$ cat src/sv/spq_pkg.sv
// ----------------------------------------------------------------------------
// spq_pkg
// Shared constants and types for the sorted priority queue cell row.
// ----------------------------------------------------------------------------
package spq_pkg;

	localparam int DEPTH   = 16;
	localparam int CNT_W   = $clog2(DEPTH + 1);
	localparam int VALUE_W = 32;
	localparam int PRIO_W  = 16;
	localparam int STAT_W  = 2;
	localparam int FILL_W  = 5;
	localparam int IN_W    = 56;
	localparam int OUT_W   = 40;

	localparam logic REQ_INSERT = 1'b0;
	localparam logic REQ_REMOVE = 1'b1;

	typedef enum logic [STAT_W-1:0] {
		ST_OK        = 2'd0,
		ST_UNDERFLOW = 2'd1,
		ST_FULL      = 2'd2
	} status_t;

	typedef struct packed {
		logic signed [VALUE_W-1:0] value;
		logic signed [PRIO_W-1:0]  prio;
	} entry_t;

	// command broadcast to every cell of the row
	typedef struct packed {
		logic   ins;
		logic   rem;
		entry_t new_entry;
	} op_t;

endpackage

$ cat src/sv/spq_cell.sv
// ----------------------------------------------------------------------------
// spq_cell
// One cell of the sorted row: holds an entry, compares it with an incoming
// priority and takes its own, the new or a neighbour's entry.
// ----------------------------------------------------------------------------
module spq_cell (
	input  logic            clk,
	input  spq_pkg::op_t    op,
	input  logic            occupied,
	input  logic            ge_prev,
	input  spq_pkg::entry_t entry_prev,
	input  spq_pkg::entry_t entry_next,
	output logic            ge,
	output spq_pkg::entry_t entry
);

	spq_pkg::entry_t entry_q;
	spq_pkg::entry_t entry_d;

	// set when the new entry lands here or ahead of us (ties stay ahead)
	assign ge    = !(occupied && (entry_q.prio <= op.new_entry.prio));
	assign entry = entry_q;

	always_comb begin
		entry_d = entry_q;
		if (op.ins && ge && !ge_prev) begin
			entry_d = op.new_entry;
		end else if (op.ins && ge) begin
			entry_d = entry_prev;
		end else if (op.rem) begin
			entry_d = entry_next;
		end
	end

	always_ff @(posedge clk) begin
		entry_q <= entry_d;
	end

endmodule

$ cat src/sv/stable_priority_queue.sv
// ----------------------------------------------------------------------------
// stable_priority_queue
// Bounded min-first priority queue kept sorted in a row of shifting cells;
// equal priorities leave in arrival order.
// ----------------------------------------------------------------------------
// channel | dir | tdata fields (low bit up)                   | tuser | tlast
// s_*     | in  | req_type, item_value, priority_req          | -     | -
// m_*     | out | status, removed_value, fill_count           | -     | -
//
// one item per cycle while s_tready is high: every cell compares and shifts in the same cycle
// the result register sits between the sides; s_tready is low only while a
// result waits and m_tready is low
// reset clears the fill count and the result valid; cell contents stay
// undefined and are only read below the fill count
module stable_priority_queue (
	input  logic                      clk,
	input  logic                      arst_n,
	input  logic                      s_tvalid,
	output logic                      s_tready,
	input  logic [spq_pkg::IN_W-1:0]  s_tdata,  // req_type, item_value, priority_req
	output logic                      m_tvalid,
	input  logic                      m_tready,
	output logic [spq_pkg::OUT_W-1:0] m_tdata   // status, removed_value, fill_count
);

	localparam int D = spq_pkg::DEPTH;

	logic [spq_pkg::CNT_W-1:0] count_q;
	logic [spq_pkg::CNT_W-1:0] count_d;
	logic                      accept;
	logic                      req_type;
	logic                      full;
	logic                      empty;
	spq_pkg::op_t              op;
	spq_pkg::status_t          status_d;
	logic [spq_pkg::VALUE_W-1:0] removed_d;

	logic                      m_valid_q;
	spq_pkg::status_t          status_q;
	logic [spq_pkg::VALUE_W-1:0] removed_q;
	logic [spq_pkg::FILL_W-1:0]  fill_q;

	logic            ge    [D];
	logic            occ   [D];
	spq_pkg::entry_t entry [D];

	assign s_tready = !m_valid_q || m_tready;
	assign accept   = s_tvalid && s_tready;
	assign req_type = s_tdata[0];
	assign full     = (count_q == spq_pkg::CNT_W'(D));
	assign empty    = (count_q == '0);

	assign op.new_entry.value = s_tdata[spq_pkg::VALUE_W:1];
	assign op.new_entry.prio  = s_tdata[spq_pkg::VALUE_W+spq_pkg::PRIO_W:spq_pkg::VALUE_W+1];
	assign op.ins = accept && (req_type == spq_pkg::REQ_INSERT) && !full;
	assign op.rem = accept && (req_type == spq_pkg::REQ_REMOVE) && !empty;

	always_comb begin
		count_d   = count_q;
		status_d  = spq_pkg::ST_OK;
		removed_d = '0;
		if (req_type == spq_pkg::REQ_INSERT) begin
			if (full) begin
				status_d = spq_pkg::ST_FULL;
			end else begin
				count_d = count_q + 1'b1;
			end
		end else begin
			if (empty) begin
				status_d = spq_pkg::ST_UNDERFLOW;
			end else begin
				count_d   = count_q - 1'b1;
				removed_d = entry[0].value;
			end
		end
	end

	for (genvar i = 0; i < D; i++) begin : g_cell
		assign occ[i] = (spq_pkg::CNT_W'(i) < count_q);
		spq_cell u_cell (
			.clk        (clk),
			.op         (op),
			.occupied   (occ[i]),
			.ge_prev    ((i == 0) ? 1'b0 : ge[(i == 0) ? 0 : i - 1]),
			.entry_prev (entry[(i == 0) ? 0 : i - 1]),
			.entry_next (entry[(i == D - 1) ? i : i + 1]),
			.ge         (ge[i]),
			.entry      (entry[i])
		);
	end

	always_ff @(posedge clk or negedge arst_n) begin
		if (!arst_n) begin
			count_q   <= '0;
			m_valid_q <= 1'b0;
		end else begin
			if (accept) begin
				count_q   <= count_d;
				m_valid_q <= 1'b1;
			end else if (m_tready) begin
				m_valid_q <= 1'b0;
			end
		end
	end

	always_ff @(posedge clk) begin
		if (accept) begin
			status_q  <= status_d;
			removed_q <= removed_d;
			fill_q    <= spq_pkg::FILL_W'(count_d);
		end
	end

	assign m_tvalid = m_valid_q;
	assign m_tdata  = {1'b0, fill_q, removed_q, status_q};

endmodule

$ cat config.mk
export PLATFORM = sky130hd
export DESIGN_NAME = stable_priority_queue
export DESIGN_NICKNAME = d
export VERILOG_FILES = /design/src/sv/spq_pkg.sv /design/src/sv/spq_cell.sv /design/src/sv/stable_priority_queue.sv
export SDC_FILE = /design/constraint.sdc
export NUM_CORES = 2
export LEC_CHECK = 0
export ABC_AREA = 1
export BUFFER_PORTS_ARGS = -buffer_cell sky130_fd_sc_hd__buf_2
export CAP_MARGIN = 0
export CORE_ASPECT_RATIO = 1.1
export CORE_UTILIZATION = 50
export DETAILED_ROUTE_END_ITERATION = 10
export GPL_TIMING_DRIVEN = 1
export PLACE_DENSITY_LB_ADDON = 0.12
export SLEW_MARGIN = 20
export SYNTH_ARGS = -nofsm -noshare
export SYNTH_HDL_FRONTEND = slang
export SYNTH_SLANG_ARGS = --single-unit
$ cat constraint.sdc
create_clock -name clk -period 3.99 [get_ports clk]
set_clock_uncertainty 0.1 [all_clocks]
set_input_delay 0 -clock clk [delete_from_list [all_inputs] [get_ports clk]]
set_output_delay 0 -clock clk [all_outputs]
set_load 0.02 [all_outputs]
==> qor.yml <==
setup_viol: 0
yosys.area_share.xor_xnor_pct: 0.06729
synth_fa_ha_area_share_pct: 6.224
peakVddDrop_mv: 0.3943
die_width_um: 309.7
synth_top_family_by_area: "simple AND/OR/NAND/NOR gates"
synth-seq-cells: 813
area_growth_pct: 9.189
syn-mean-instance-area_um2: 8.026
worstPathMaxFanout: 48
power.total_mw: 34.67
ys.flop_type: "edfxtp_1"
die_area_um2: 105400
synth_cell_types: 40
cap_violations: 0
synth_edf_count: 807
synthTopCellsByArea: "edfxtp_1 47%, nand2_1 18%, nand4_1 7.0%, nand3_1 6.5%, ha_1 6.2%"
comb_power_share_pct: 37.4
crit_path_end_kind: "flip-flop"
worstMarginPinSlew_ns: 1.093
coreArea_um2: 102800
yosysSeqAreaShare_pct: 46.83
grt_remaining_overflow: 0
clkTransAtPathRegs_ns: 0.06
synth_commonest_cells: "2,488 x nand2_1, 807 x edfxtp_1, 678 x nand3_1, 586 x nand4_1, 383 x inv_1"
cts_tree: "built"
vias: 44294
layout.cells.non_filler: 7789
finalMaxSlewViolations: 0
root_buffer: "clkbuf_16"
gp_congestion: 0.8680
clockBufferDepth: 3
synth-compound-area-share_pct: 6.601
yosys.area.top_type: "edfxtp_1"
hold_slack_ns: 0.2290
syn_inst: 6487
clock_latency_ns: 0.68
status: "completed"
seqPwrFrac_pct: 38.9
switchingPower_mw: 13.99
synth.top_cell.area_share_pct: 46.54
wl_per_cell_um: 19.15
period_share_pct: 91.35
io_buffers: 93
drive_gt1_share_pct: 7.204
rsz0062_at_grt: "no"
synthMuxAreaShare_pct: 0
finalNetCount: 6667
synthArstFlopShare_pct: 0.7380
num_rows: 123
synthSimpleGateAreaFrac_pct: 32.91
hold_viol_final: 0
htree_num_levels: 3
viasPerCell: 5.687
clockPowerShare_pct: 23.7
worst_slew_margin_rel_pct: 27.05
grt_pass1_wl_mm: 239.2
dp.cells: 7573
dp_hpwl_mm: 109.5
min_period_ns: 3.645
syn_nets: 6806
cts_buffers: 92
critPathRequiredTime_ns: 4.31
critPathLaunchType: "primary input"
hold_path.class: "primary input to flip-flop"
yosysWarnings: 0
track_usage_pct: 28.11
firstDrtPassIters: 7
synthesis.area_um2: 52070
finalSetupTns_ns: 0
power.share.switching_pct: 40.37
grt_max_degree: 155
drt-total-wl_mm: 149.2
dieHeight_um: 340.4
power.density_cell_area_nw_per_um2: 609.8
clock.fmax_ghz: 0.2744
min_path_cells: 6
crit_arrival_ns: 3.96
io_pins: 102
antenna_found_initial: 0
drt_iter0_markers: 4657
path_class: "primary input to flip-flop"
p_int_mw: 20.67
grt_pass1_vias: 42224
start_util_pct: 50.65
drc: 0
synth.most_common_cell: "nand2_1"
cts.sinks: 813
leakage_nw: 24.80
antenna_left: 0
r2r_cells: 12
==> registers in the layout, indices dropped and copies added, names as in the netlist <==
| register | flops |
|---|---|
| g_cell.u_cell.entry | 768 |
| m_tvalid | 1 |
| removed_q | 32 |
| fill_q | 5 |
| status_q | 2 |
| count_q | 5 |
==> area by class of cell <==
type                       instances  area, um^2
fill                            9690       45950
sequential                       813       24380
multi-input combinational       4726       24010
clock buffer                     124        2474
timing repair buffer             309        2389
tap                             1375        1720
inverter                         406        1531
clock inverter                    35       340.3
antenna                            1       2.502
==> metal layers <==
metal  share of wire [%]  track usage [%]
met1                  46            41.26
met2                  45            44.38
met3                 6.9            2.908
met4                 1.8            6.889
met5                   0                0
==> kinds of logic after synthesis <==
group | after synthesis
AND/OR/NAND/NOR | 3923
AO/OA/AOI/OAI | 539
adder cells (fa/ha/maj) | 259
buffers and inverters | 948
XOR/XNOR | 4
other | 1
flip-flops | 813
==> power by group through the flow <==
stage	Combinational, mW	Sequential (mW)	Clock, mW
global placement	12.6	13.6	0
finish	13.0	13.5	8.22
CTS	12.9	13.5	8.36
global route	14.5	13.7	8.63
detailed placement	12.8	13.6	0
floorplan	9.28	13.3	0
==> per-stage QoR <==
| step | instance area [um^2] | worst slack, ns | util [%] |
|---|---|---|---|
| 2_1_floorplan | 52070 | 0.3049 | - |
| 3_3_place_gp | 53460 | 0.2237 | 52.00 |
| 3_5_place_dp | 53460 | 0.1652 | 52.00 |
| 4_1_cts | 56810 | 0.3032 | 55.27 |
| 5_1_grt | 56850 | 0.0003504 | 55.30 |
| 6_report | 56850 | 0.3453 | 55.30 |
==> layout by cell type, fill, tap and decap left out, types with 3 or more instances in the layout <==
cell type	count
nand2_1	2460
edfxtp_1	807
nand3_1	677
nand4_1	586
inv_1	379
ha_1	259
a21boi_0	256
a21oi_1	217
buf_4	148
nor2_1	128
clkbuf_16	93
buf_2	93
dlygate4sd3_1	54
o21ai_0	36
nand2_2	35
clkbuf_1	28
inv_2	20
clkinv_1	19
a21o_1	13
buf_12	13
nor2_2	12
clkinv_2	12
nor3_1	11
dfrtp_1	6
nand3_2	5
bufinv_16	4
a21oi_4	3
clkbuf_8	3
==> path summary, 6_finish.rpt <==
path	from	to	slack (ns)
max	s_tdata[45]	g_cell[10].u_cell.entry[43]	0.35
min	s_tvalid	g_cell[0].u_cell.entry[21]	0.23
max reg2reg	count_q[3]	g_cell[1].u_cell.entry[37]	0.50
min reg2reg	g_cell[1].u_cell.entry[35]	g_cell[0].u_cell.entry[35]	0.43
max in group asynchronous	arst_n	count_q[2]	2.92
min in group asynchronous	arst_n	count_q[0]	0.46
==> repair_timing <==
item | 4_1_cts | 5_1_grt
resized for setup | 0 | 5
endpoints found under the setup margin | 0 | 123
hold buffers | 54 | 0
endpoints found under the hold margin | 767 | 0
setup buffers | 0 | 2
==> worst max-delay path, cell delays in order <==
cell and delay, ns:
dlygate4sd3_1 0.53, buf_2 0.42, inv_1 0.46, ha_1 0.42, nand2_1 0.06, nor3_1 0.25, nand2_1 0.11, nand3_1 0.09
nand3_1 0.14, nand2_2 0.41, nand2_2 0.14, inv_2 0.62, nand2_1 0.13, nand2_1 0.11, nand2_1 0.05
No activity file was read; power rests on OpenSTA's default activity.
